**config.mk**
```make
export PLATFORM = sky130hd
export DESIGN_NAME = uart_16550_register_block_core
export DESIGN_NICKNAME = d
export VERILOG_FILES = /design/src/u16550_pkg.sv /design/src/u16550_rx_mem.sv /design/src/u16550_regs.sv /design/src/uart_16550_register_block_core.sv
export VERILOG_INCLUDE_DIRS = /design/src /design/src/src
export SDC_FILE = /design/constraint.sdc
export NUM_CORES = 1
export LEC_CHECK = 0
export BUFFER_PORTS_ARGS = -buffer_cell sky130_fd_sc_hd__buf_2
export CORE_MARGIN = 2
export CORE_UTILIZATION = 64
export CTS_BUF_LIST = sky130_fd_sc_hd__clkbuf_4
export DETAILED_ROUTE_END_ITERATION = 10
export PLACE_DENSITY_LB_ADDON = 0.05
export SLEW_MARGIN = 20
export SYNTH_ARGS = -nofsm -noshare
export SYNTH_HDL_FRONTEND = slang
export SYNTH_SLANG_ARGS = --single-unit
```
**constraint.sdc**
```tcl
create_clock -name clk -period 6.3 [get_ports clk]
set_clock_uncertainty 0.05 [all_clocks]
set_input_delay 0.945 -clock clk [delete_from_list [all_inputs] [get_ports clk]]
set_output_delay 0.945 -clock clk [all_outputs]
set_load 0.01 [all_outputs]
```
**src/uart_16550_register_block_core_assert.svh**
```systemverilog
// ----------------------------------------------------------------------------
// UART 16550 register block - assertion macros
// Concurrent checks clocked on clk and disabled during rst. The macros leave
// no logic behind when SYNTH is defined.
// ----------------------------------------------------------------------------
`ifndef UART_16550_REGISTER_BLOCK_CORE_ASSERT_SVH
`define UART_16550_REGISTER_BLOCK_CORE_ASSERT_SVH

`ifndef SYNTH

// Condition that holds at every clock edge outside reset
`define U16550_ASSERT_ALWAYS(lbl, cond) \
  lbl: assert property (@(posedge clk) disable iff (rst) (cond)) \
    else $error("u16550 check failed");

// Condition that implies a consequence on the next clock edge
`define U16550_ASSERT_NEXT(lbl, ante, cons) \
  lbl: assert property (@(posedge clk) disable iff (rst) (ante) |=> (cons)) \
    else $error("u16550 check failed");

`else

`define U16550_ASSERT_ALWAYS(lbl, cond)
`define U16550_ASSERT_NEXT(lbl, ante, cons)

`endif

`endif

```
**src/u16550_pkg.sv**
```systemverilog
// ----------------------------------------------------------------------------
// u16550_pkg
// Types, register offsets and fixed codes shared by the 16550 register block.
// ----------------------------------------------------------------------------
package u16550_pkg;

  // Request kinds
  localparam logic [1:0] REQ_READ  = 2'd0;
  localparam logic [1:0] REQ_WRITE = 2'd1;
  localparam logic [1:0] REQ_RX    = 2'd2;

  // Register offsets
  localparam logic [2:0] REG_RBR = 3'd0;
  localparam logic [2:0] REG_IER = 3'd1;
  localparam logic [2:0] REG_IIR = 3'd2;
  localparam logic [2:0] REG_LCR = 3'd3;
  localparam logic [2:0] REG_MCR = 3'd4;
  localparam logic [2:0] REG_LSR = 3'd5;
  localparam logic [2:0] REG_MSR = 3'd6;
  localparam logic [2:0] REG_SCR = 3'd7;

  // Interrupt identification codes
  localparam logic [7:0] IIR_RLS      = 8'h06;
  localparam logic [7:0] IIR_RDA      = 8'h04;
  localparam logic [7:0] IIR_TX_EMPTY = 8'h02;
  localparam logic [7:0] IIR_NONE     = 8'h01;

  // Fixed values
  localparam logic [7:0]  LCR_RESET      = 8'h03;
  localparam logic [15:0] DIV_RESET      = 16'd54;
  localparam logic [7:0]  LSR_TX_IDLE    = 8'h60;
  localparam int          LCR_DIV_ACCESS = 7;
  localparam int          FCR_RXCLR      = 1;

  // Line format codes
  localparam logic [1:0] STOP_ONE      = 2'd0;
  localparam logic [1:0] STOP_ONE_HALF = 2'd1;
  localparam logic [1:0] STOP_TWO      = 2'd2;
  localparam logic [2:0] PAR_NONE  = 3'd0;
  localparam logic [2:0] PAR_ODD   = 3'd1;
  localparam logic [2:0] PAR_EVEN  = 3'd2;
  localparam logic [2:0] PAR_MARK  = 3'd3;
  localparam logic [2:0] PAR_SPACE = 3'd4;

  // One input item
  typedef struct packed {
    logic [1:0] req_type;
    logic [2:0] reg_offset;
    logic [7:0] write_byte;
    logic [7:0] rx_char;
    logic       rx_parity_ok;
  } item_t;

  // One result item; rx_pop marks that read_byte comes from the FIFO memory
  typedef struct packed {
    logic        rx_pop;
    logic [7:0]  read_byte;
    logic        irq_line;
    logic        tx_valid;
    logic [7:0]  tx_byte;
    logic [15:0] baud_divisor;
    logic [3:0]  word_bits;
    logic [1:0]  stop_code;
    logic [2:0]  parity_code;
  } res_t;

endpackage

```
**src/u16550_rx_mem.sv**
```systemverilog
// ----------------------------------------------------------------------------
// u16550_rx_mem
// Receive FIFO storage: one write port, one read port, registered read data.
// ----------------------------------------------------------------------------
module u16550_rx_mem #(
  parameter int DEPTH = 16,
  parameter int AW    = 4
) (
  input  logic          clk,
  input  logic          wr_en,
  input  logic [AW-1:0] wr_addr,
  input  logic [7:0]    wr_data,
  input  logic          rd_en,
  input  logic [AW-1:0] rd_addr,
  output logic [7:0]    rd_data
);

  logic [7:0] mem [DEPTH];

  // Store a received character
  always_ff @(posedge clk) begin
    if (wr_en) begin
      mem[wr_addr] <= wr_data;
    end
  end

  // Read the oldest character; data holds until the next read
  always_ff @(posedge clk) begin
    if (rd_en) begin
      rd_data <= mem[rd_addr];
    end
  end

endmodule

```
**src/u16550_regs.sv**
```systemverilog
// ----------------------------------------------------------------------------
// u16550_regs
// Register file and FIFO pointers: decode one item, update state and form
// the result fields. FIFO data moves through the external memory ports.
// ----------------------------------------------------------------------------
module u16550_regs
  import u16550_pkg::*;
#(
  parameter int DEPTH = 16,
  parameter int AW    = 4,
  parameter int CW    = 5
) (
  input  logic          clk,
  input  logic          rst,
  input  logic          go,
  input  item_t         item,
  input  logic          cfg_we,
  input  logic [15:0]   cfg_wdata,
  output res_t          res,
  output logic          mem_wr_en,
  output logic [AW-1:0] mem_wr_addr,
  output logic [7:0]    mem_wr_data,
  output logic          mem_rd_en,
  output logic [AW-1:0] mem_rd_addr
);

  localparam logic [AW:0]   DEPTH_P = (AW+1)'(DEPTH);
  localparam logic [CW-1:0] DEPTH_C = CW'(DEPTH);

  logic [15:0]   dflt_div;
  logic [AW-1:0] head, head_next;
  logic [CW-1:0] count, count_next;
  logic [15:0]   div, div_next;
  logic [7:0]    lcr, lcr_next;
  logic [3:0]    ier, ier_next;
  logic [1:0]    err, err_next;
  logic          thre, thre_next;
  logic [7:0]    mcr, mcr_next;
  logic [7:0]    msr, msr_next;
  logic [7:0]    scr, scr_next;

  logic [15:0] reload_div;
  logic [AW:0] head_inc;
  logic [AW:0] tail_sum;
  logic [AW-1:0] tail;
  logic [15:0] div_wr;
  logic        dlab;

  // Pointer arithmetic: wrap at the FIFO depth
  always_comb begin
    head_inc = {1'b0, head} + (AW+1)'(1);
    tail_sum = {1'b0, head} + (AW+1)'(count);
    if (tail_sum >= DEPTH_P) begin
      tail = AW'(tail_sum - DEPTH_P);
    end else begin
      tail = tail_sum[AW-1:0];
    end
    reload_div = (dflt_div == 16'd0) ? 16'd1 : dflt_div;
    dlab       = lcr[LCR_DIV_ACCESS];
  end

  // Decode the item and compute the next state
  always_comb begin
    head_next  = head;
    count_next = count;
    div_next   = div;
    lcr_next   = lcr;
    ier_next   = ier;
    err_next   = err;
    thre_next  = thre;
    mcr_next   = mcr;
    msr_next   = msr;
    scr_next   = scr;
    div_wr     = div;

    res.rx_pop    = 1'b0;
    res.read_byte = 8'd0;
    res.tx_valid  = 1'b0;
    res.tx_byte   = 8'd0;

    mem_wr_en   = 1'b0;
    mem_wr_addr = tail;
    mem_wr_data = item.rx_char;
    mem_rd_addr = head;

    unique case (item.req_type)
      REQ_READ: begin
        unique case (item.reg_offset)
          REG_RBR: begin
            if (dlab) begin
              res.read_byte = div[7:0];
            end else if (count != '0) begin
              res.rx_pop = 1'b1;
              count_next = count - CW'(1);
              head_next  = (head_inc == DEPTH_P) ? '0 : head_inc[AW-1:0];
            end
          end
          REG_IER: res.read_byte = dlab ? div[15:8] : {4'd0, ier};
          REG_IIR: begin
            if (err != 2'd0) begin
              res.read_byte = IIR_RLS;
            end else if (count != '0) begin
              res.read_byte = IIR_RDA;
            end else if (thre) begin
              res.read_byte = IIR_TX_EMPTY;
              thre_next     = 1'b0;
            end else begin
              res.read_byte = IIR_NONE;
            end
          end
          REG_LCR: res.read_byte = lcr;
          REG_MCR: res.read_byte = mcr;
          REG_LSR: begin
            res.read_byte = LSR_TX_IDLE | {5'd0, err, (count != '0)};
            err_next      = 2'd0;
          end
          REG_MSR: res.read_byte = msr;
          REG_SCR: res.read_byte = scr;
          default: res.read_byte = 8'd0;
        endcase
      end
      REQ_WRITE: begin
        unique case (item.reg_offset)
          REG_RBR: begin
            if (dlab) begin
              div_wr   = {div[15:8], item.write_byte};
              div_next = (div_wr == 16'd0) ? reload_div : div_wr;
            end else begin
              res.tx_valid = 1'b1;
              res.tx_byte  = item.write_byte;
              thre_next    = 1'b1;
            end
          end
          REG_IER: begin
            if (dlab) begin
              div_wr   = {item.write_byte, div[7:0]};
              div_next = (div_wr == 16'd0) ? reload_div : div_wr;
            end else begin
              ier_next = item.write_byte[3:0];
            end
          end
          REG_IIR: begin
            if (item.write_byte[FCR_RXCLR]) begin
              count_next = '0;
              head_next  = '0;
            end
          end
          REG_LCR: lcr_next = item.write_byte;
          REG_MCR: mcr_next = item.write_byte;
          REG_LSR: ;
          REG_MSR: msr_next = item.write_byte;
          REG_SCR: scr_next = item.write_byte;
          default: ;
        endcase
      end
      REQ_RX: begin
        if (count < DEPTH_C) begin
          mem_wr_en  = 1'b1;
          count_next = count + CW'(1);
          if (!item.rx_parity_ok) begin
            err_next[1] = 1'b1;
          end
        end else begin
          err_next[0] = 1'b1;
        end
      end
      default: ;
    endcase

    mem_wr_en = mem_wr_en & go;
    mem_rd_en = res.rx_pop & go;

    // Status and line format seen after the item
    res.irq_line = (ier_next[0] & (count_next != '0)) |
                   (ier_next[1] & thre_next) |
                   (ier_next[2] & (err_next != 2'd0));
    res.baud_divisor = div_next;
    res.word_bits    = 4'd5 + {2'd0, lcr_next[1:0]};
    if (!lcr_next[2]) begin
      res.stop_code = STOP_ONE;
    end else if (lcr_next[1:0] == 2'd0) begin
      res.stop_code = STOP_ONE_HALF;
    end else begin
      res.stop_code = STOP_TWO;
    end
    if (!lcr_next[3]) begin
      res.parity_code = PAR_NONE;
    end else if (!lcr_next[5]) begin
      res.parity_code = lcr_next[4] ? PAR_EVEN : PAR_ODD;
    end else begin
      res.parity_code = lcr_next[4] ? PAR_SPACE : PAR_MARK;
    end
  end

  // Commit state on each processed item
  always_ff @(posedge clk) begin
    if (rst) begin
      head  <= '0;
      count <= '0;
      div   <= DIV_RESET;
      lcr   <= LCR_RESET;
      ier   <= 4'd0;
      err   <= 2'd0;
      thre  <= 1'b0;
      mcr   <= 8'd0;
      msr   <= 8'd0;
      scr   <= 8'd0;
    end else if (go) begin
      head  <= head_next;
      count <= count_next;
      div   <= div_next;
      lcr   <= lcr_next;
      ier   <= ier_next;
      err   <= err_next;
      thre  <= thre_next;
      mcr   <= mcr_next;
      msr   <= msr_next;
      scr   <= scr_next;
    end
  end

  // Hold the reload divisor
  always_ff @(posedge clk) begin
    if (rst) begin
      dflt_div <= DIV_RESET;
    end else if (cfg_we) begin
      dflt_div <= cfg_wdata;
    end
  end

  `include "uart_16550_register_block_core_assert.svh"

  `U16550_ASSERT_ALWAYS(a_count_bound, count <= DEPTH_C)
  `U16550_ASSERT_ALWAYS(a_pop_nonempty, !(go && res.rx_pop) || (count != '0))
  `U16550_ASSERT_NEXT(a_tx_sets_thre, go && res.tx_valid, thre)

endmodule

```
**src/uart_16550_register_block_core.sv**
```systemverilog
// ----------------------------------------------------------------------------
// uart_16550_register_block_core
// 16550-style register block: register reads and writes and received
// characters in, one result per item out. Receive FIFO held in a memory.
// ----------------------------------------------------------------------------
// Channel  | Dir | Handshake                     | Payload
// s_axis   | in  | s_axis_tvalid / s_axis_tready | tuser req_type, tdata fields
// m_axis   | out | m_axis_tvalid / m_axis_tready | tdata result fields
// cfg      | in  | cfg_we                        | cfg_wdata default divisor
//
// One item per cycle sustained while the output does not stall; each result
// goes into the output register, the FIFO memory read landing on the same edge.
// rst clears control state synchronously; data and FIFO memory need no clearing.
// An input skid register takes one more item while the output stalls; that
// item is processed once the output frees.
// ----------------------------------------------------------------------------
module uart_16550_register_block_core
  import u16550_pkg::*;
#(
  parameter int RX_DEPTH = 16
) (
  input  logic        clk,
  input  logic        rst,
  input  logic        s_axis_tvalid,
  output logic        s_axis_tready,
  // [2:0] reg_offset, [10:3] write_byte, [18:11] rx_char, [19] rx_parity_ok
  input  logic [23:0] s_axis_tdata,
  // [1:0] req_type
  input  logic [1:0]  s_axis_tuser,
  output logic        m_axis_tvalid,
  input  logic        m_axis_tready,
  // [7:0] read_byte, [8] irq_line, [9] tx_valid, [17:10] tx_byte,
  // [33:18] baud_divisor, [37:34] word_bits, [39:38] stop_code,
  // [42:40] parity_code
  output logic [47:0] m_axis_tdata,
  input  logic        cfg_we,
  input  logic [15:0] cfg_wdata
);

  localparam int AW = (RX_DEPTH > 1) ? $clog2(RX_DEPTH) : 1;
  localparam int CW = $clog2(RX_DEPTH + 1);

  item_t port_item, skid_item, cur_item;
  logic  skid_valid;
  logic  go;
  res_t  res, s1;
  logic  s1_valid;

  logic          mem_wr_en, mem_rd_en;
  logic [AW-1:0] mem_wr_addr, mem_rd_addr;
  logic [7:0]    mem_wr_data, mem_rd_data;

  // Unpack the input transfer
  always_comb begin
    port_item.req_type     = s_axis_tuser;
    port_item.reg_offset   = s_axis_tdata[2:0];
    port_item.write_byte   = s_axis_tdata[10:3];
    port_item.rx_char      = s_axis_tdata[18:11];
    port_item.rx_parity_ok = s_axis_tdata[19];
  end

  // Process from the skid register first; advance when the output frees
  assign s_axis_tready = !skid_valid;
  assign cur_item      = skid_valid ? skid_item : port_item;
  assign go            = (skid_valid || s_axis_tvalid) && (!s1_valid || m_axis_tready);

  // Park a transfer that cannot be processed this cycle
  always_ff @(posedge clk) begin
    if (rst) begin
      skid_valid <= 1'b0;
    end else if (skid_valid) begin
      if (go) begin
        skid_valid <= 1'b0;
      end
    end else if (s_axis_tvalid && !go) begin
      skid_valid <= 1'b1;
    end
  end

  always_ff @(posedge clk) begin
    if (!skid_valid && s_axis_tvalid && !go) begin
      skid_item <= port_item;
    end
  end

  u16550_regs #(
    .DEPTH(RX_DEPTH),
    .AW   (AW),
    .CW   (CW)
  ) u_regs (
    .clk        (clk),
    .rst        (rst),
    .go         (go),
    .item       (cur_item),
    .cfg_we     (cfg_we),
    .cfg_wdata  (cfg_wdata),
    .res        (res),
    .mem_wr_en  (mem_wr_en),
    .mem_wr_addr(mem_wr_addr),
    .mem_wr_data(mem_wr_data),
    .mem_rd_en  (mem_rd_en),
    .mem_rd_addr(mem_rd_addr)
  );

  u16550_rx_mem #(
    .DEPTH(RX_DEPTH),
    .AW   (AW)
  ) u_rx_mem (
    .clk    (clk),
    .wr_en  (mem_wr_en),
    .wr_addr(mem_wr_addr),
    .wr_data(mem_wr_data),
    .rd_en  (mem_rd_en),
    .rd_addr(mem_rd_addr),
    .rd_data(mem_rd_data)
  );

  // Output register; drop the result once transferred
  always_ff @(posedge clk) begin
    if (rst) begin
      s1_valid <= 1'b0;
    end else if (go) begin
      s1_valid <= 1'b1;
    end else if (m_axis_tready) begin
      s1_valid <= 1'b0;
    end
  end

  always_ff @(posedge clk) begin
    if (go) begin
      s1 <= res;
    end
  end

  // Pack the result; FIFO data joins from the memory read register
  assign m_axis_tvalid = s1_valid;
  assign m_axis_tdata  = {5'd0, s1.parity_code, s1.stop_code, s1.word_bits,
                          s1.baud_divisor, s1.tx_byte, s1.tx_valid, s1.irq_line,
                          (s1.rx_pop ? mem_rd_data : s1.read_byte)};

  `include "uart_16550_register_block_core_assert.svh"

  `U16550_ASSERT_ALWAYS(a_skid_behind_out, !skid_valid || s1_valid)
  `U16550_ASSERT_NEXT(a_stall_holds, s1_valid && !m_axis_tready, s1_valid && $stable(m_axis_tdata))
  `U16550_ASSERT_NEXT(a_park_on_block, s_axis_tvalid && s_axis_tready && !go, skid_valid)

endmodule

```
# After elaboration in Yosys (flattened, before gate mapping)
# Memory sizes are Yosys's and may differ from the RTL's. A register that Yosys moved wholly into a read port is not among the register bits.
# Index checks and enable logic that the tools add are counted.
# Widths: inputs -> output; s select.
[totals] ff_bits=148 latch_bits=0 ramBits=128 romBits=0 in_bits=47 output_inout_bits=50 word_cells=156 n_memories=1
[classes] add_sub_neg=6 n_mul=0 div=0 order_cmp=2 n_eq_ne=15 shift=0 mux=64 n_bitwise=10 reduce_logical=29
[memory_table] name="u_rx_mem.mem" words=16 width=8 rd=1 rd_clocked_by_memory_dff=1 wr=1 line_no="u16550_rx_mem.sv:18" rtl="logic [7:0] mem [DEPTH];"
[op_table] cell="$mux 16" count=6
[op_table] cell="$pmux 8 s8" count=1
[op_table] cell="$logic_not 16->1" count=3
[op_table] cell="$mux 8" count=5
[op_table] cell="$pmux 16 s2" count=1
[op_table] cell="$mux 5" count=6
[op_table] cell="$mux 4" count=7
[op_table] cell="$mux 22" count=1
[op_table] cell="$mux 1" count=20
[op_table] cell="$mux 9" count=2
[op_table] cell="$mux 3" count=5
[op_table] cell="$pmux 5 s3" count=1
[op_table] cell="$eq 3x3->1 const B" count=4
[op_table] cell="$mux 6" count=2
[op_table] cell="$reduce_and 3->1" count=4
[op_table] cell="$reduce_bool 5->1" count=2
[op_table] cell="$mux 2" count=4
[op_table] cell="$ne 2x1->1 const B" count=4
[op_table] cell="$pmux 4 s2" count=1
[op_table] cell="$reduce_bool 2->1" count=4
[op_table] cell="$reduce_and 7->1" count=1
[op_table] cell="$eq 3x2->1 const B" count=2
[op_table] cell="$add 4x1->5 const B" count=1
[op_table] cell="$add 4x5->5" count=1
[op_table] cell="other kinds (24)" count=38

# Logic depth before layout (Yosys ltp)
[logic_depth] word_depth=9 ltp_mapped=10 depth_no_buf=9

# By module
# A second synthesis with hierarchy kept.
[hier_totals] cells_unflattened=1011 hier_area_um2=13100.1
[by_module_without_submodules] module="u16550_rx_mem" instances=1 cells_each=229 area_each_um2=5227.5 seq_area_each_um2=4083.9
[by_module_without_submodules] module="u16550_regs" instances=1 cells_each=632 area_each_um2=5062.4 seq_area_each_um2=1601.5
[by_module_without_submodules] module="uart_16550_register_block_core" instances=1 cells_each=150 area_each_um2=2810.2 seq_area_each_um2=2021.9

# Worst setup path before layout
# OpenSTA, ideal clock, no wires.
[synth_path] path_kind="input -> register" startpoint="in m_axis_tready" endpoint="reg u_regs.div[12]" setup_time_ps=73 arrival_ps=3202 required_time_ps=6177 path_slack_ps=2975 cell_stages=6 path_buffers=1 cell_sequence="nand2b_1 -> o21ai_2 -> inv_1 -> clkbuf_1 -> a22oi_1 -> nor2_1"
[synth_via] elab_chain_cells=2
[synth_lines] element="start, declared" line_no="uart_16550_register_block_core.sv:31" rtl="input logic m_axis_tready,"
[synth_lines] element="$logic_or 1x1->1" line_no="uart_16550_register_block_core.sv:65" rtl="assign go = (skid_valid || s_axis_tvalid) && (!s1_valid || m_axis_tready);"
[synth_lines] element="$logic_and 1x1->1" line_no="uart_16550_register_block_core.sv:65"
[synth_lines] element="net go" line_no="uart_16550_register_block_core.sv:45" rtl="logic go;"
[synth_lines] element="end signal, assigned" line_no="u16550_regs.sv:211" rtl="div <= div_next;"
[synth_lines] element="end, declared" line_no="u16550_regs.sv:33" rtl="logic [15:0] div, div_next;"
# The timed path passes the listed nets, and every way through them passes these cells.
# A chain may end at the register's enable or synchronous reset.

==> results.toml <==
[run_status]
status = "completed"

[pwr]
cell_area_power_density_nw_per_um2 = 279
total_leakage_power_uw = 0.00492
irDropWorstVdd_uv = 257

[setup_path]
cp_slowest_cell = "dfxtp_2"
crit_family = "flip-flops"
worstReg2RegStart = "skid_valid$_SDFF_PP0_"
crit_cells = 7
critPathMaxStageDelay_ns = 1.04
worst_r2r_path_depth = 7
critical_path.most_common_cell = "nor4_1"
crit_buf_inv = 0
critPathCaptureType = "flop"
critical_path.reg2reg.endpoint = "m_axis_tdata[8]$_DFFE_PP_"
reg2reg_setup_slack_ns = 2.55
worstSetupPathType = "flop to flop"
crit_path_end = "m_axis_tdata[8]$_DFFE_PP_"
critical_path_peak_fanout = 40
cp.required_ns = 6.64
timing.critical_path.arrival_ns = 4.09
worstSetupStartpoint = "skid_valid$_SDFF_PP0_"
path_cells = "mux2_4 > nor4_1 > mux2_2 > a221oi_2 > o21ai_1 > nor4_1 > o221ai_1"
critical_path.startpoint_type = "flop"

[synthesis]
synth_common_cells = "202 x edfxtp_1, 142 x nor2_1, 82 x dfxtp_1"
synthTopCellsByArea = "edfxtp_1 47%, dfxtp_1 13%, mux4_2 6.9%, nor2_1 4.1%, a211oi_1 2.6%"
ys_seq_elements = 284
ys_seq_area_share_pct = 59.4
synth_enable_flop_cells = 202
synth_simple_gate_area_share_pct = 10.9
synth_largest_area_cell = "edfxtp_1"
synth_cell_type_count = 85
syn-mean-instance-area_um2 = 12.9
synth_ff_type = "edfxtp_1"
yosys.area_share.adder_pct = 0.926
synth.area.mux_share_pct = 11.8
async_flop_share_pct = 0
postSynthCellCount = 1003
synth_top_family_by_area = "multiplexers"
synth-compound-area-share_pct = 11.4
synth_warnings = 0
synth-xor-area-share_pct = 0.675
synthMostInstantiatedCell = "edfxtp_1"
synth_top_area_share_pct = 46.8
synth_area_um2 = 13000

[routing]
routed_via_density = 6.03
routed_wire_length_per_instance_um = 20.5
wl_um = 29000
antenna_left = 0
detailedRoute.firstIterationViolations = 742
detail_route.drc_violations = 0
dr_total_vias = 8518
drt-pass1-iter-count = 5

[placed_design]
post-place-cells = 1284
gpl.final_weighted_congestion = 0.888
dp_hpwl_um = 19000
placed_area_um2 = 13300
io_buffer_count = 87

[layout]
layout_nets = 1143
post_layout_nonfiller_instances = 1413
finish.instance_area_um2 = 14300
final_layout_size_suffix_gt1_share_pct = 27.6
area_delta_synth_final_pct = 10.2

[sta]
final.min_clock_period_ns = 3.75
timing.final.crit_share_pct = 59.5
hold_viol = 0
max_freq_mhz = 267
setup-tns-final_ns = 0
finalSetupViolations = 0
slew_headroom_pct = 21.4
report.final.slew_viol_count = 0
grt_setup_unrepaired = "false"
worstMarginPinSlew_ns = 1.15

[grt]
number_of_global_route_vias_before_repair = 8268
largest_net_degree_at_the_start_of_global_routing = 49
antenna_found_initial = 1
globalRouteTotalUtil_pct = 27.4
grt_pass1_wl_um = 45300
total_global_routing_overflow = 0

[clock_tree]
clk_pin_slew_ns = 0.07
cts_made_buffers = 71
ctsHoldBuffers = 0
tritoncts = "yes"
clock-sinks = 284
clk_path_buf_depth = 3
post_cts_resize_count = 0
postCtsSetupBuffers = 0
ctsRootBufferMaster = "clkbuf_4"
cts.htree.levels = 3
worstSkewPairLatency_ns = 0.68

[min_path]
min_path_cells = 1
worst_hold_path_type = "primary input to flop"

[die]
initial_standard_cell_utilization_of_the_core_pct = 64.7
width_of_the_chip_um = 146
std_cell_rows = 52
ioPinCount = 97
die-area_um2 = 21400
coreArea_um2 = 20000
die_h_um = 146

[job]
drv_cap = 0
## through the flow
| step | setup slack, ns | util (%) | hold slack [ns] | total power (uW) |
|---|---|---|---|---|
| 5_1_grt | 2.32 | 71.3 | 0.397 | 4150 |
| 3_3_place_gp | 2.58 | 66.5 | 0.428 | 2420 |
| 6_report | 2.55 | 71.3 | 0.413 | 3990 |
| 2_1_floorplan | 2.97 | - | 0.403 | 2340 |
| 4_1_cts | 2.59 | 71.2 | 0.379 | 4020 |
| 3_5_place_dp | 2.48 | 66.5 | 0.437 | 2420 |
## final cells by class
type                            instances  area [um2]
Fill cell                            1446        5760
Clock buffer                          111         833
Tap cell                              270         338
Timing Repair Buffer                  103         556
Multi-Input combinational cell        610        4650
Sequential cell                       284        7710
Inverter                               17        63.8
Clock inverter                         17         126
Antenna cell                            1        2.50
## cell families after synthesis
family          count (synthesis)
xor+xnor                       10
flops                         284
buf+inv                       113
other cells                     1
mux                            97
fa+ha+maj                       9
compound gates                200
simple gates                  289
## metal layers
metal,up-vias,wire [um],global-route usage (%)
li1,4017,-,-
met1,4148,11500,34.4
met2,301,15300,48.0
met3,52,1530,4.59
met4,0,682,10.7
met5,-,0,0
## flip-flops by register name, indices dropped and copies added, names as in the netlist, 9 cells and up
| name | cells |
|---|---|
| u_rx_mem.mem | 128 |
| m_axis_tdata | 35 |
| skid_item | 22 |
| u_regs.div | 16 |
| s1 | 9 |
| u_regs.dflt_div | 16 |
## worst min path at each step
| stage | from | to | slack, ns |
|---|---|---|---|
| after CTS | s_axis_tdata[18] | skid_item[8]$_DFFE_PP_ | 0.38 |
| after detailed placement | u_regs.lcr[0]$_SDFFE_PP1P_ | u_regs.lcr[0]$_SDFFE_PP1P_ | 0.44 |
| after global routing | s_axis_tdata[11] | skid_item[1]$_DFFE_PP_ | 0.40 |
| final | s_axis_tdata[11] | skid_item[1]$_DFFE_PP_ | 0.41 |
| after floorplan | u_regs.lcr[1]$_SDFFE_PP1P_ | u_regs.lcr[1]$_SDFFE_PP1P_ | 0.40 |
| after global placement | u_regs.lcr[0]$_SDFFE_PP1P_ | u_regs.lcr[0]$_SDFFE_PP1P_ | 0.43 |
## power by group
group,internal [uW],switching [uW]
Clock,885,721
Sequential,2050,33.4
Combinational,114,191
## cells in the final DEF, fill, tap and decap left out, types with 31 or more instances in the layout
master,count
a211oi_1,45
nor2_1,142
buf_2,87
mux2i_1,31
mux4_2,40
edfxtp_1,202
a21oi_1,35
nand2_1,50
clkbuf_4,111
dfxtp_1,80
(Power assumes the default switching activity.)
